$ cat src/ldh_pkg.sv
// shared types and constants of the layer density histogram
package ldh_pkg;

  // fixed field widths
  localparam int CMD_W      = 2;
  localparam int KIND_W     = 4;
  localparam int Z_W        = 32;
  localparam int RLAYER_W   = 8;
  localparam int RCOL_W     = 4;
  localparam int COUNT_W    = 32;
  localparam int CFG_IDX_W  = 3;
  localparam int CFG_DATA_W = 32;
  localparam int LCOUNT_W   = 9;
  localparam int TCOUNT_W   = 4;

  // configuration register indexes
  localparam logic [CFG_IDX_W-1:0] REG_LAYER_COUNT   = 3'd0;
  localparam logic [CFG_IDX_W-1:0] REG_TYPE_COUNT    = 3'd1;
  localparam logic [CFG_IDX_W-1:0] REG_BOX_LEFT_Z    = 3'd2;
  localparam logic [CFG_IDX_W-1:0] REG_BOX_LENGTH_Z  = 3'd3;
  localparam logic [CFG_IDX_W-1:0] REG_INV_LAYER_W   = 3'd4;

  // command codes of an input word
  typedef enum logic [CMD_W-1:0] {
    CMD_ACCUM = 2'd0,
    CMD_READ  = 2'd1,
    CMD_CLEAR = 2'd2
  } cmd_t;

  // counter memory address source
  typedef enum logic [1:0] {
    SEL_CLEAR,
    SEL_TYPE,
    SEL_TOTAL,
    SEL_READ
  } addr_sel_t;

  // controller states
  typedef enum logic [3:0] {
    ST_CLEAR,
    ST_IDLE,
    ST_DECODE,
    ST_MUL,
    ST_ABS,
    ST_PART,
    ST_SUM,
    ST_RD_TYPE,
    ST_WR_TYPE,
    ST_RD_TOTAL,
    ST_WR_TOTAL,
    ST_RD_MEM,
    ST_RD_OUT
  } state_t;

  // controller to datapath
  typedef struct packed {
    logic      load_item;
    logic      mem_re;
    logic      mem_we;
    logic      wr_zero;
    addr_sel_t addr_sel;
    logic      clear_step;
    logic      out_load;
  } dp_cmd_t;

  // datapath to controller
  typedef struct packed {
    cmd_t op;
    logic kind_ok;
    logic read_ok;
    logic clear_last;
    logic out_free;
  } dp_stat_t;

endpackage

$ cat src/ldh_ctrl.sv
// controller: sequences arithmetic, counter updates, reads and clear sweeps
module ldh_ctrl (
  input  logic              clk,
  input  logic              rst,
  input  logic              in_valid,
  output logic              in_ready,
  input  ldh_pkg::dp_stat_t stat,
  output ldh_pkg::dp_cmd_t  ctl
);
  import ldh_pkg::*;

  state_t state;
  state_t state_next;

  // state register
  always_ff @(posedge clk) begin
    if (rst) begin
      state <= ST_CLEAR;
    end else begin
      state <= state_next;
    end
  end

  // next state and commands
  always_comb begin
    state_next    = state;
    in_ready      = 1'b0;
    ctl           = '0;
    ctl.addr_sel  = SEL_CLEAR;
    unique case (state)
      ST_CLEAR: begin
        ctl.mem_we     = 1'b1;
        ctl.wr_zero    = 1'b1;
        ctl.clear_step = 1'b1;
        if (stat.clear_last) begin
          state_next = ST_IDLE;
        end
      end
      ST_IDLE: begin
        in_ready      = 1'b1;
        ctl.load_item = in_valid;
        if (in_valid) begin
          state_next = ST_DECODE;
        end
      end
      ST_DECODE: begin
        unique case (stat.op)
          CMD_ACCUM: state_next = stat.kind_ok ? ST_MUL : ST_IDLE;
          CMD_READ:  state_next = stat.read_ok ? ST_RD_MEM : ST_RD_OUT;
          CMD_CLEAR: state_next = ST_CLEAR;
          default:   state_next = ST_IDLE;
        endcase
      end
      // arithmetic stages settle one per cycle
      ST_MUL:  state_next = ST_ABS;
      ST_ABS:  state_next = ST_PART;
      ST_PART: state_next = ST_SUM;
      ST_SUM:  state_next = ST_RD_TYPE;
      // per-type counter update
      ST_RD_TYPE: begin
        ctl.mem_re   = 1'b1;
        ctl.addr_sel = SEL_TYPE;
        state_next   = ST_WR_TYPE;
      end
      ST_WR_TYPE: begin
        ctl.mem_we   = 1'b1;
        ctl.addr_sel = SEL_TYPE;
        state_next   = ST_RD_TOTAL;
      end
      // total counter update
      ST_RD_TOTAL: begin
        ctl.mem_re   = 1'b1;
        ctl.addr_sel = SEL_TOTAL;
        state_next   = ST_WR_TOTAL;
      end
      ST_WR_TOTAL: begin
        ctl.mem_we   = 1'b1;
        ctl.addr_sel = SEL_TOTAL;
        state_next   = ST_IDLE;
      end
      // counter read
      ST_RD_MEM: begin
        ctl.mem_re   = 1'b1;
        ctl.addr_sel = SEL_READ;
        state_next   = ST_RD_OUT;
      end
      ST_RD_OUT: begin
        if (stat.out_free) begin
          ctl.out_load = 1'b1;
          state_next   = ST_IDLE;
        end
      end
      default: state_next = ST_IDLE;
    endcase
  end

endmodule

$ cat config.mk
export PLATFORM = sky130hd
export DESIGN_NAME = ldh_ctrl
export DESIGN_NICKNAME = d
export VERILOG_FILES = /design/src/ldh_pkg.sv /design/src/ldh_ctrl.sv
export SDC_FILE = /design/constraint.sdc
export NUM_CORES = 1
export LEC_CHECK = 0
export BUFFER_PORTS_ARGS = -buffer_cell sky130_fd_sc_hd__buf_2
export CAP_MARGIN = 0
export CORE_AREA = 2 2 39 41
export DETAILED_ROUTE_END_ITERATION = 10
export DIE_AREA = 0 0 41 43
export PLACE_DENSITY_LB_ADDON = 0.08
export SETUP_SLACK_MARGIN = 0.15
export SLEW_MARGIN = 5
export SYNTH_ARGS = -nofsm -noshare
export SYNTH_HDL_FRONTEND = slang
export SYNTH_SLANG_ARGS = --single-unit
$ cat constraint.sdc
create_clock -name clk -period 2.9 [get_ports clk]
set_clock_uncertainty 0.1 [all_clocks]
set_input_delay 0.58 -clock clk [delete_from_list [all_inputs] [get_ports clk]]
set_output_delay 0.58 -clock clk [all_outputs]
set_load 0.05 [all_outputs]
-- After elaboration in Yosys (flattened, before gate mapping)
Cells that the tools add are included.
W data, S select, Z words.
- register bits after elaboration: 4
- bits in latches: 0
- memory bits (writable): 0
- ROM bits: 0
- output and inout port bits: 9
- logic and storage cells: 40
- memories: 0
- $add $sub $neg: 0
- $mul: 0
- div/mod/pow operators: 0
- magnitude comparators: 0
- equal/unequal tests: 17
- shift-type cells: 0
- muxes and demuxes: 15
- bitwise gates (word level): 0
- reductions and logical operators: 7
- operators by type and width (kind ; number):
    $pmux W4 S12 ; 1
    $eq A4 B4 Y1 const B ; 5
    $eq A4 B3 Y1 const B ; 4
    $mux W4 ; 3
    $pmux W4 S3 ; 1
    $eq A4 B2 Y1 const B ; 2
    $mux W1 ; 7
    $ne A2 B2 Y1 const B ; 3
    $pmux W2 S3 ; 1
    $reduce_or A3 Y1 ; 2
    $eq A4 B1 Y1 const B ; 1
    $logic_not A4 Y1 ; 1
    $reduce_or A2 Y1 ; 2
    $mux W3 ; 1
    $reduce_and A3 Y1 ; 1
    $eq A2 B1 Y1 const B ; 1
    $eq A2 B2 Y1 const B ; 1
    $logic_not A2 Y1 ; 1
    $mux W2 ; 1

-- Depth between registers and ports, before layout
Gate-level depths: netlist of run 1.
- depth after elaboration: 3
- mapped depth: 5
- mapped depth without buffers: 4

-- Worst setup path after synthesis of run 1
Ideal clock, no wire load.
- kind: register to output
- from: reg state[2]
- to: out ctl[4] in the netlist's numbering
- arrival: 2636 ps
- data required time: 2220 ps
- path slack: -416 ps
- stages on the path, launching flop included: 5
- buffers on the path: 3
- cells stage by stage: dfxtp_1 -> buf_6 -> clkbuf_1 -> nor4_1 -> buf_4
- RTL lines (element ; line ; source):
    start: declaration ; ldh_ctrl.sv:12 ; state_t state;
    start signal: assignment ; ldh_ctrl.sv:20 ; state <= state_next;
    end: declaration ; ldh_ctrl.sv:8 ; output ldh_pkg::dp_cmd_t ctl

==> impl_summary.md, run 1 <==
Status
The flow ran to the end, and the final reports show no timing, DRC or antenna violations.

Detailed routing
The detail-routed via count per cell is around 5.3. For this block, the initial DRC count from the detailed router was 15. The routed layout has 476 vias. The remaining number of nets flagged by the antenna check after routing is 0. The first TritonRoute pass finished after 4 iterations. In the final routed layout, each cell accounts on average for around 13 um. After detailed routing, the number of remaining DRC violations is 0. Wires add up to between 1000 and 1500 um.

Yosys
The number of flops mapped to enable cells by yosys is 0. The number of nets handed over by synthesis was 68. The cell count after synthesis is 59. After synthesis, flip-flops and latches occupy a little under a fifth of the total area. The count of warnings emitted by yosys is 0. The top cell type's share of synthesized area is between 10% and 20%. The average cell area after synthesis is 7.274 um^2. By area, the combinational part of the netlist is dominated by simple AND/OR/NAND/NOR gates. The share of flip-flops with an asynchronous set or reset is 0%. The synthesized-area fraction occupied by ao, oa, aoi and oai cells is 26.82%.

After synthesis, the most frequently instantiated cells are sky130_fd_sc_hd__nor2_1, sky130_fd_sc_hd__nor2b_1, sky130_fd_sc_hd__dfxtp_1, sky130_fd_sc_hd__nand2_1. The cell area after synthesis is 429.2 um^2. In this run, distinct cell masters in the synthesized netlist total 31.

For this run, the leading register cell type out of synthesis is sky130_fd_sc_hd__dfxtp_1. The most common cell in the synthesized netlist is sky130_fd_sc_hd__nor2_1. The fraction of the mapped netlist area in adder cells is 0%. The cell type with the largest total area after synthesis is sky130_fd_sc_hd__dfxtp_1. Summing the areas of all and, or, nand and nor instances in the mapped netlist gives between 30% and 40% of the synthesized area.

The number of synthesized register bits is 4. The fraction of synthesized area in multiplexers is 4.665%. Summing the areas of all xor and xnor instances in the mapped netlist gives 0% of the synthesized area. By area the synthesized netlist is led by sky130_fd_sc_hd__dfxtp_1, sky130_fd_sc_hd__nor2b_1, sky130_fd_sc_hd__nor2_1, sky130_fd_sc_hd__mux2i_1, sky130_fd_sc_hd__o32ai_2.

Global routing
The maximum number of pins on one net before global-route repair is 18. The via count of the first global-routing pass came to 405. The total congestion overflow is 0. For this run, the total global-route usage over all layers was measured as about 14%. The first global-routing pass estimated 1704 um of wire. The number of antenna violations at the first check in global routing was 0.

Place
At the end of routability-driven placement, the weighted congestion stood at 0.7590. The area of placed instances is 510.5 um^2. The post-DP HPWL is 833.1 um. The number of port buffers is 17.

Layout
The final antenna diode count is 0. The flip-flop count of the largest register after layout is 4. The largest registers in the layout are state: 4 flops.

The layout overhead on the synthesized area is 24.20%. Fill cells in the final layout number 150. The ratio of cells with drive above 1 in the final layout is 35.62%.

The top register by number of flip-flops is state. The final layout contains 84 nets. After routing the design area is roughly 530 um^2.

Critical path
The sort of element at the end of the critical path is an output pin. In this run the register-to-register setup slack is 1.21 ns. The critical path data arrival time is approximately 1.7 ns. The nature of the critical path startpoint is a register.

Measured in cells, the most critical reg-to-reg path has a length of 3. The worst setup path category is register to output pin. The largest individual stage delay along the critical path comes from the cell sky130_fd_sc_hd__dfxtp_1. The maximum fanout count along the critical path is 12. The largest single stage delay on the critical path is roughly 0.55 ns. At the worst endpoint, the required time is 2.22 ns. Traced cell by cell, the critical path runs through nor2b_1 > nand2_1 > o32ai_1 > buf_2.

Floorplanning
The floorplan step set the die height to about 43 um. The die covers approximately 1800 um^2. The width of the die is slightly above 40 um. The initialized floorplan defines 14 standard-cell rows. In this run the count of I/O pins placed on the die edge is 18. The initial cell density of the core is 31.01%.

The core region is 1384 um^2.

Min path
The worst hold path was traced through 2 stages. The worst hold path belongs to the class input port to register.

Clocking
The clock-pin slew on the worst setup and hold paths is 0.04 ns. The number of H-tree branching levels is 1. The number of sinks on the clock net is 4. CTS placed an instance of sky130_fd_sc_hd__clkbuf_4 at the clock tree root. The clock tree from TritonCTS is done. Counting the buffers created by CTS gives 3. No sink is reached through more buffers than the 2 on the longest clock path. The number of hold-repair buffers added at the cts stage is 0. The source-to-sink clock delay at the later pin of the worst-skew pair is 0.24 ns. Once the clock tree was built, the resizer swapped 0 gates to a different size. Once the clock tree was built, the setup fixing pass inserted 0 buffers.

STA
The count of final max-slew check failures is 0. The final critical-path required period is ~2.4 ns. In this run the tightest slew margin relative to its limit is 61.54%. The number of endpoints failing setup at the final stage is 0. The setup TNS is 0 ns. The count of endpoints failing hold in the final timing report is 0. Setup repair after global routing left no endpoint under its margin. The transition time of the tightest slew-check pin is 0.5761 ns.

The maximum operating frequency is around 0.42 GHz. The share of the clock period used by the worst path is 81.89%.

Pwr
Across the VDD grid, the largest voltage drop is 108.4 uV. Dividing total power by cell area gives a power density of 388.3 nW/um^2. Summed over all cells, the static leakage comes to 0.2321 nW.

Run
Max-cap violations in this run came to 0.
==> logic make-up (layout without fill, tap and decap cells) <==
family,after synthesis,in the layout
AO/OA/AOI/OAI,15,15
buffers and inverters,9,23
AND/OR/NAND/NOR,29,29
flip-flops,4,4
multiplexers,2,2
==> path summary, 6_finish.rpt <==
| kind | startpoint | endpoint |
|---|---|---|
| worst max-delay path | state[1]$_SDFFE_PP0P_ | ctl[2] |
| worst min-delay path | rst | state[3]$_SDFFE_PP0P_ |
| worst max register to register | state[2]$_SDFFE_PP0P_ | state[0]$_SDFFE_PP0P_ |
| worst min register to register | state[0]$_SDFFE_PP0P_ | state[0]$_SDFFE_PP0P_ |
==> metal layers <==
metal,part of all wire (%),track usage (%),vias to the layer above
li1,-,-,243
met1,43,19.68,214
met2,49,19.38,17
met3,6.9,4.712,2
met4,0.98,8.000,0
met5,0,0,-
==> report_power, final <==
part | total (mW) | internal (mW) | switching [mW]
Sequential | 0.0651 | 0.0574 | 0.00767
Clock | 0.0704 | 0.0464 | 0.0240
Combinational | 0.0715 | 0.0230 | 0.0486
Total | 0.207 | 0.127 | 0.0802
==> metrics by stage <==
step	hold WS, ns	worst slack (ns)	power [mW]	util [%]	instances
2_1_floorplan	0.5491	0.2200	0.1215	-	59
3_3_place_gp	0.6306	0.8379	0.1380	36.89	86
3_5_place_dp	0.6421	0.8188	0.1377	36.89	86
4_1_cts	0.4282	0.5526	0.2101	38.52	89
5_1_grt	0.4385	0.4233	0.2184	38.52	89
6_report	0.4318	0.5253	0.2070	38.52	89
==> layout by cell type (no fill, tap or decap), types with 2 or more instances in the layout <==
| master | Yosys | layout |
|---|---|---|
| sky130_fd_sc_hd__nor2_1 | 7 | 7 |
| sky130_fd_sc_hd__nand2_1 | 4 | 4 |
| sky130_fd_sc_hd__a21oi_1 | 3 | 3 |
| sky130_fd_sc_hd__mux2i_1 | 2 | 2 |
| sky130_fd_sc_hd__o21ai_0 | 3 | 3 |
| sky130_fd_sc_hd__nor4_2 | 0 | 2 |
| sky130_fd_sc_hd__and3_1 | 2 | 2 |
| sky130_fd_sc_hd__clkbuf_4 | 0 | 3 |
| sky130_fd_sc_hd__inv_1 | 2 | 2 |
| sky130_fd_sc_hd__dfxtp_1 | 4 | 4 |
| sky130_fd_sc_hd__nor3_1 | 3 | 3 |
| sky130_fd_sc_hd__buf_2 | 2 | 17 |
| sky130_fd_sc_hd__nor2b_1 | 5 | 5 |
==> critical path: cells and delay by family, from the launching register on <==
family	cells	cell delay [ns]
AOI/OAI and AO/OA	1	0.16
buffers and inverters	1	0.31
and+or+nand+nor	2	0.43
DFF	1	0.55
==> cell type report <==
type                            instances  area (um^2)  share of cell area, %
Tap cell                               16        20.02                  3.756
Sequential cell                         4        80.08                  15.02
Timing Repair Buffer                   17        85.08                  15.96
Multi-Input combinational cell         46        314.1                  58.92
Clock buffer                            3        22.52                  4.225
Inverter                                3        11.26                  2.113
No activity file was read; power rests on OpenSTA's default activity.
==> run 2, diff against run 1 <==
==> constraint.sdc (replaced) <==
create_clock -name clk -period 2.1 [get_ports clk]
set_clock_uncertainty 0.1 [all_clocks]
set_input_delay 0.42 -clock clk [delete_from_list [all_inputs] [get_ports clk]]
set_output_delay 0.42 -clock clk [all_outputs]
set_load 0.05 [all_outputs]
==> impl_summary.md, run 2 (synthesis results as in run 1) <==
Detailed routing
The DRC violation count after routing is 0 (unchanged). The average wire per cell in the routed design was 12.67 um (was 12.57 um). The via count was 493 (was 476). The detail-routed via count per cell is 5.245 (was 5.348).

The remaining number of nets flagged by the antenna check after routing is 0 (unchanged). The wire length after detailed routing came to 1191 um (was 1119 um). The violation count after the first detailed-routing iteration is 11 (was 15). The number of detailed-route iterations in the first pass is 4 (unchanged).

Layout
The top register by number of flip-flops is state (unchanged). The number of nets in the layout was 89 (was 84). The count of filler cells inserted in the layout is 143 (was 150). The commonest non-fill, non-tap cell in the layout is sky130_fd_sc_hd__buf_2 (unchanged). The core utilization of the finished layout is 45.39% (was 38.52%).

The flip-flop count of the largest register after layout was 4 (unchanged). The final standard cell count with taps included and fillers excluded is 94 (was 89). The final antenna diode count is 0 (unchanged). The layout overhead on the synthesized area is 46.36% (was 24.20%). Most frequent cells in the layout: sky130_fd_sc_hd__buf_2, sky130_fd_sc_hd__nor2_1, sky130_fd_sc_hd__nor2b_1, sky130_fd_sc_hd__clkbuf_4, sky130_fd_sc_hd__buf_4 (was sky130_fd_sc_hd__buf_2, sky130_fd_sc_hd__nor2_1, sky130_fd_sc_hd__nor2b_1).

The ratio of cells with drive above 1 in the final layout is 48.72% (was 35.62%). Registers with the most flip-flops: state: 4 flops (unchanged).

Pwr
The peak supply drop is 215.5 uV (was 108.4 uV). The internal power component was 0.1830 mW (was 0.1268 mW). The power density over the cells is 472.0 nW/um^2 (was 388.3 nW/um^2). The static power due to leakage came to 0.2715 nW (was 0.2321 nW). The sequential share of power came to 30.0% (was 31.4%). The part of the total power dissipated in combinational logic came to 38.3% (was 34.6%). The fraction of power consumed by the clock network is 31.7% (was 34.0%). The net switching component of the power is 0.1135 mW (was 0.08021 mW). The switching fraction of total power is 38.29% (was 38.75%).

Min path
The worst hold path startpoint is rst (unchanged). The end of the worst hold path is state[2]$_SDFFE_PP0P_ (was state[3]$_SDFFE_PP0P_). The number of stages on the worst hold path is 2 (unchanged). The path class of the lowest-slack min-delay path is input port to register (unchanged).

Critical path
The largest stage delay on the critical path is 0.38 ns (was 0.55 ns). The maximum fanout count along the critical path is 8 (was 12). The sort of element at the end of the critical path is an output pin (unchanged). Critical-path cell list: buf_4 > nor2b_1 > and3_1 > clkbuf_4 (was nor2b_1 > nand2_1 > o32ai_1 > buf_2). The nature of the critical path startpoint is a register (unchanged). The family with the most delay on the worst path is buffers and inverters (was flip-flops). The worst endpoint required time is 1.58 ns (was 2.22 ns).

The worst-case reg-to-reg path depth is 5 (was 3). The worst setup slack for register-to-register paths is 0.57 ns (was 1.21 ns). The capturing point of the worst reg2reg path is state[0]$_SDFFE_PP0P_ (unchanged).

The cell with the largest stage delay on the worst path is sky130_fd_sc_hd__dfxtp_2 (was sky130_fd_sc_hd__dfxtp_1). The source of the worst register-to-register timing path is state[2]$_SDFFE_PP0P_ (unchanged). The worst setup path category was register to output pin (unchanged). The worst path buffer plus inverter count is 2 (was 1). The critical path data arrival time is 1.40 ns (was 1.69 ns).

Global routing
The fraction of met1 tracks used by global routing is 19.94% (was 19.68%). The wire length of the first global-routing pass is 1669 um (was 1704 um). The met3 usage is 3.141% (was 4.712%). The routing layer with the top usage in global route was met1 (unchanged). The total congestion overflow is 0 (unchanged). The met2 track utilization from global routing is 18.75% (was 19.38%). The maximum number of pins on one net before global-route repair is 13 (was 18). The all-layer global routing usage is 14.06% (was 14.47%). The via count of the first global-routing pass is 396 (was 405). The number of antenna violations at the first check in global routing is 0 (unchanged).

STA
The number of endpoints failing setup at the final stage is 0 (unchanged). The count of final max-slew check failures was 0 (unchanged). The share of the clock period used by the worst path is between 90 and 100%. RSZ-0062 raised after global routing: false (unchanged). The transition time of the tightest slew-check pin is 0.3375 ns (was 0.5761 ns). The maximum operating frequency is approximately 0.52 GHz. The worst-case hold slack is 0.2636 ns (was 0.4318 ns). The smallest clock period supported by the final layout is computed as 1.925 ns. The count of endpoints failing hold in the final timing report is 0 (unchanged). The worst-case headroom to the max-slew limit is 77.45% (was 61.54%).

Clocking
The number of hold-repair buffers added at the cts stage came to 0 (unchanged). The clock-pin slew on the worst setup and hold paths was 0.04 ns (about the same). The number of H-tree branching levels was 1 (unchanged).

The number of sinks on the clock net came to 4 (unchanged). The buffer levels on the longest clock path is 2 (unchanged). The clock tree from TritonCTS is done (unchanged). The source-to-sink clock delay at the later pin of the worst-skew pair is 0.23 ns (was 0.24 ns). The total CTS buffers is 3 (unchanged).

The master cell of the clock root buffer is sky130_fd_sc_hd__clkbuf_4 (unchanged). The post-CTS setup buffer count is 0 (unchanged).

Place
The number of port buffers was 17 (unchanged). The instance count after placement with tap cells included is 91 (was 86). The final estimated routing congestion in global placement is 0.7641 (was 0.7590). The post-DP HPWL was 909.9 um (was 833.1 um).

Floorplanning
The die span in y is 43 um (unchanged). The initial cell density of the core is 31.01% (unchanged). The width of the die is 41 um (unchanged).

The cell row count is 14 (unchanged). The floorplan die area is 1763 um^2 (unchanged). The core area came to 1384 um^2 (unchanged). The top-level I/O count is 18 (unchanged).

Run
The reported max-cap violation count was 0 (unchanged).

Status
Outcome: finished, final reports clean (unchanged).
## run 2: changes by cell type in the layout (fill, tap and decap cells not counted), sizes merged
cell and delta:
clkbuf +2, buf +3
## run 2: final cells by class
cell class                 instances  area (um^2)  area share (%)
multi-input combinational         46        355.3           56.57
sequential                         4        85.08           13.55
clock buffer                       3        22.52           3.586
timing repair buffer              22        133.9           21.31
inverter                           3        11.26           1.793
tap                               16        20.02           3.187
## run 2: timing repair
item                                   4_1_cts  5_1_grt
resized for setup                            4        4
setup endpoints to repair                    7        3
endpoints found under the hold margin        0        0
## run 2: worst max-delay path by stage
stage / startpoint / end / depth (start not counted)
CTS: state[3]$_SDFFE_PP0P_ / ctl[0] / 3
detailed placement: state[0]$_SDFFE_PP0P_ / ctl[7] / 4
floorplan: state[2]$_SDFFE_PP0P_ / ctl[4] / 4
global route: state[0]$_SDFFE_PP0P_ / ctl[0] / 4
global placement: state[0]$_SDFFE_PP0P_ / ctl[7] / 4
finish: state[0]$_SDFFE_PP0P_ / ctl[0] / 4
## run 2: metrics by stage
stage / total power, mW / TNS, ns / worst slack, ns / cell area, um^2
global placement: 0.2033 / 0 / 0.2532 / 589.3
detailed placement: 0.2031 / 0 / 0.2688 / 589.3
finish: 0.2965 / 0 / 0.1751 / 628.1
CTS: 0.2985 / 0 / 0.1619 / 618.1
floorplan: 0.1754 / -0.1098 / -0.1098 / 483.0
global route: 0.3110 / 0 / 0.1414 / 628.1
## run 2: worst register-to-register path: cells and delay by family, from the launching register on
kind	cells	cell delay [ns]
AOI/OAI and AO/OA	3	0.39
buffers and inverters	1	0.19
DFF	1	0.37
and+or+nand+nor	1	0.37
## run 2: power groups by stage
| stage | combinational [mW] | clock (mW) | sequential, mW |
|---|---|---|---|
| 5_1_grt | 0.122 | 0.100 | 0.0894 |
| 4_1_cts | 0.114 | 0.0955 | 0.0890 |
| 6_report | 0.114 | 0.0940 | 0.0889 |
| 3_5_place_dp | 0.114 | 0 | 0.0896 |
| 3_3_place_gp | 0.114 | 0 | 0.0895 |
| 2_1_floorplan | 0.0934 | 0 | 0.0820 |
## run 2: metal layers
metal / vias to the layer above / share of wire, %
met5: - / 0
met4: 0 / 0.50
met3: 2 / 4.9
met2: 17 / 45
met1: 221 / 50
li1: 253 / -
==> run 3, diff against run 2 <==
==> constraint.sdc (replaced) <==
create_clock -name clk -period 2.5 [get_ports clk]
set_clock_uncertainty 0.1 [all_clocks]
set_input_delay 0.5 -clock clk [delete_from_list [all_inputs] [get_ports clk]]
set_output_delay 0.5 -clock clk [all_outputs]
set_load 0.05 [all_outputs]
==> impl_summary.md, run 3 (synthesis results as in run 1) <==
Clocking
The number of sinks on the clock net was 4 (unchanged). The total CTS buffers came to 3 (unchanged). The clock-pin slew on the worst setup and hold paths is 0.04 ns (about the same). The source-to-sink clock delay at the later pin of the worst-skew pair came to 0.23 ns (about the same). The number of hold-repair buffers added at the cts stage came to 0 (unchanged).

The buffer levels on the longest clock path is 2 (unchanged). The master cell of the clock root buffer is sky130_fd_sc_hd__clkbuf_4 (unchanged). The clock tree from TritonCTS was done (unchanged). The number of H-tree branching levels is 1 (unchanged).

Detailed routing
The wire length after detailed routing is 1110 um (was 1191 um). The DRC violation count after routing is 0 (unchanged). The number of detailed-route iterations in the first pass is 4 (unchanged).

The via count is 473 (was 493). The violation count after the first detailed-routing iteration was 8 (was 11). The detail-routed via count per cell is 5.315 (was 5.245). The average wire per cell in the routed design came to 12.47 um (was 12.67 um). The remaining number of nets flagged by the antenna check after routing is 0 (unchanged).

STA
The worst-case headroom to the max-slew limit is 62.18% (was 77.45%). The number of endpoints failing setup at the final stage is 0 (unchanged). The transition time of the tightest slew-check pin is 0.5666 ns (was 0.3375 ns). The count of final max-slew check failures came to 0 (unchanged). The worst path uses 88.97% of the clock period.

The count of endpoints failing hold in the final timing report was 0 (unchanged). The final setup slack of the worst path is 0.2757 ns (was 0.1751 ns). RSZ-0062 raised after global routing: false (unchanged).

The routed design could run at a clock period as short as 2.224 ns. The maximum operating frequency is 0.4496 GHz.

Global routing
The wire length of the first global-routing pass came to 1828 um (was 1669 um). The number of antenna violations at the first check in global routing is 0 (unchanged). The all-layer global routing usage is 14.46% (was 14.06%). The total congestion overflow was 0 (unchanged). The maximum number of pins on one net before global-route repair is 18 (was 13). The via count of the first global-routing pass is 428 (was 396).

Status
Outcome: finished, final reports clean (unchanged).

Run
The reported max-cap violation count came to 0 (unchanged).

Pwr
The power density over the cells is 438.3 nW/um^2 (was 472.0 nW/um^2). The peak supply drop is 238.6 uV (was 215.5 uV). The total power consumption of the routed design was 0.2374 mW (was 0.2965 mW). The static power due to leakage is 0.2355 nW (was 0.2715 nW).

Layout
The flip-flop count of the largest register after layout is 4 (unchanged). Registers with the most flip-flops: state: 4 flops (unchanged). The commonest non-fill, non-tap cell in the layout is sky130_fd_sc_hd__buf_2 (unchanged). The ratio of cells with drive above 1 in the final layout is 38.36% (was 48.72%).

The number of nets in the layout is 84 (was 89). Most frequent cells in the layout: sky130_fd_sc_hd__buf_2, sky130_fd_sc_hd__nor2_1, sky130_fd_sc_hd__nor2b_1 (was sky130_fd_sc_hd__buf_2, sky130_fd_sc_hd__nor2_1, sky130_fd_sc_hd__nor2b_1, sky130_fd_sc_hd__clkbuf_4, sky130_fd_sc_hd__buf_4). The layout overhead on the synthesized area came to 26.24% (was 46.36%). The top register by number of flip-flops was state (unchanged).

The final antenna diode count is 0 (unchanged). The final instance area came to 541.8 um^2 (was 628.1 um^2). The core utilization of the finished layout is 39.15% (was 45.39%).

Min path
The path class of the lowest-slack min-delay path is input port to register (unchanged).

Place
The post-place setup slack is 0.4346 ns (was 0.2688 ns). The final estimated routing congestion in global placement is 0.7564 (was 0.7641). The post-DP HPWL came to 832.7 um (was 909.9 um).

The number of port buffers was 17 (unchanged). The area of placed instances is 518.0 um^2 (was 589.3 um^2).

Floorplanning
The core area is 1384 um^2 (unchanged). The floorplan die area is 1763 um^2 (unchanged). The width of the die is 41 um (unchanged).

The die span in y is 43 um (unchanged). The initial cell density of the core is 31.01% (unchanged). The top-level I/O count is 18 (unchanged). The cell row count is 14 (unchanged).

Critical path
The worst setup slack for register-to-register paths was 0.80 ns (was 0.57 ns). The critical path data arrival time is 1.62 ns (was 1.40 ns). The sort of element at the end of the critical path is an output pin (unchanged).

The maximum fanout count along the critical path is 13 (was 8). The worst endpoint required time is 1.90 ns (was 1.58 ns). The worst setup path category is register to output pin (unchanged). The nature of the critical path startpoint is a register (unchanged).
run 3: cell count changes in the layout (fill, tap and decap cells not counted), sizes merged:
cell and delta:
buf -3, clkbuf -2
run 3: layout make-up:
type,instances,area (um^2)
Timing Repair Buffer,17,85.08
Tap cell,16,20.02
Multi-Input combinational cell,46,321.6
Sequential cell,4,81.33
Inverter,3,11.26
Fill cell,160,842.1
Clock buffer,3,22.52
run 3: worst paths after layout:
kind	startpoint	end	depth (start not counted)
worst max-delay path	state[3]$_SDFFE_PP0P_	ctl[0]	3
worst min-delay path	rst	state[3]$_SDFFE_PP0P_	2
worst max register to register	state[2]$_SDFFE_PP0P_	state[1]$_SDFFE_PP0P_	4
worst min register to register	state[1]$_SDFFE_PP0P_	state[2]$_SDFFE_PP0P_	2
run 3: critical path: stages (launching register included):
cell and delay [ns]:
sky130_fd_sc_hd__dfxtp_1 0.60, sky130_fd_sc_hd__nor2b_1 0.34, sky130_fd_sc_hd__and3_1 0.20, sky130_fd_sc_hd__buf_2 0.25
run 3: per-stage QoR:
step                      instances  hold WS (ns)  TNS (ns)
final                            89        0.3676         0
after global routing             89        0.3694         0
after CTS                        89        0.3614         0
after detailed placement         86        0.6051         0
after global placement           86        0.6063         0
after floorplan                  59        0.4691  -0.09995
run 3: timing repair:
item,in CTS,in global routing
buffers inserted,0,0
endpoints found under the setup margin,0,2
resized for setup,0,1
run 3: report_power, final:
group	internal, mW	leakage (nW)	switching (mW)	total (mW)
Sequential	0.0667	0.0330	0.00879	0.0755
Clock	0.0536	0.0138	0.0248	0.0784
Combinational	0.0270	0.189	0.0566	0.0836
Total	0.147	0.235	0.0902	0.237
run 3: per-layer routing:
metal  GRT usage, %  up-vias  routed length (um)
li1               -      244                   -
met3          3.141        0                  58
met4          2.000        0                   0
met1          20.58      216                 522
met2          22.19       13                 530
met5              0        -                   0
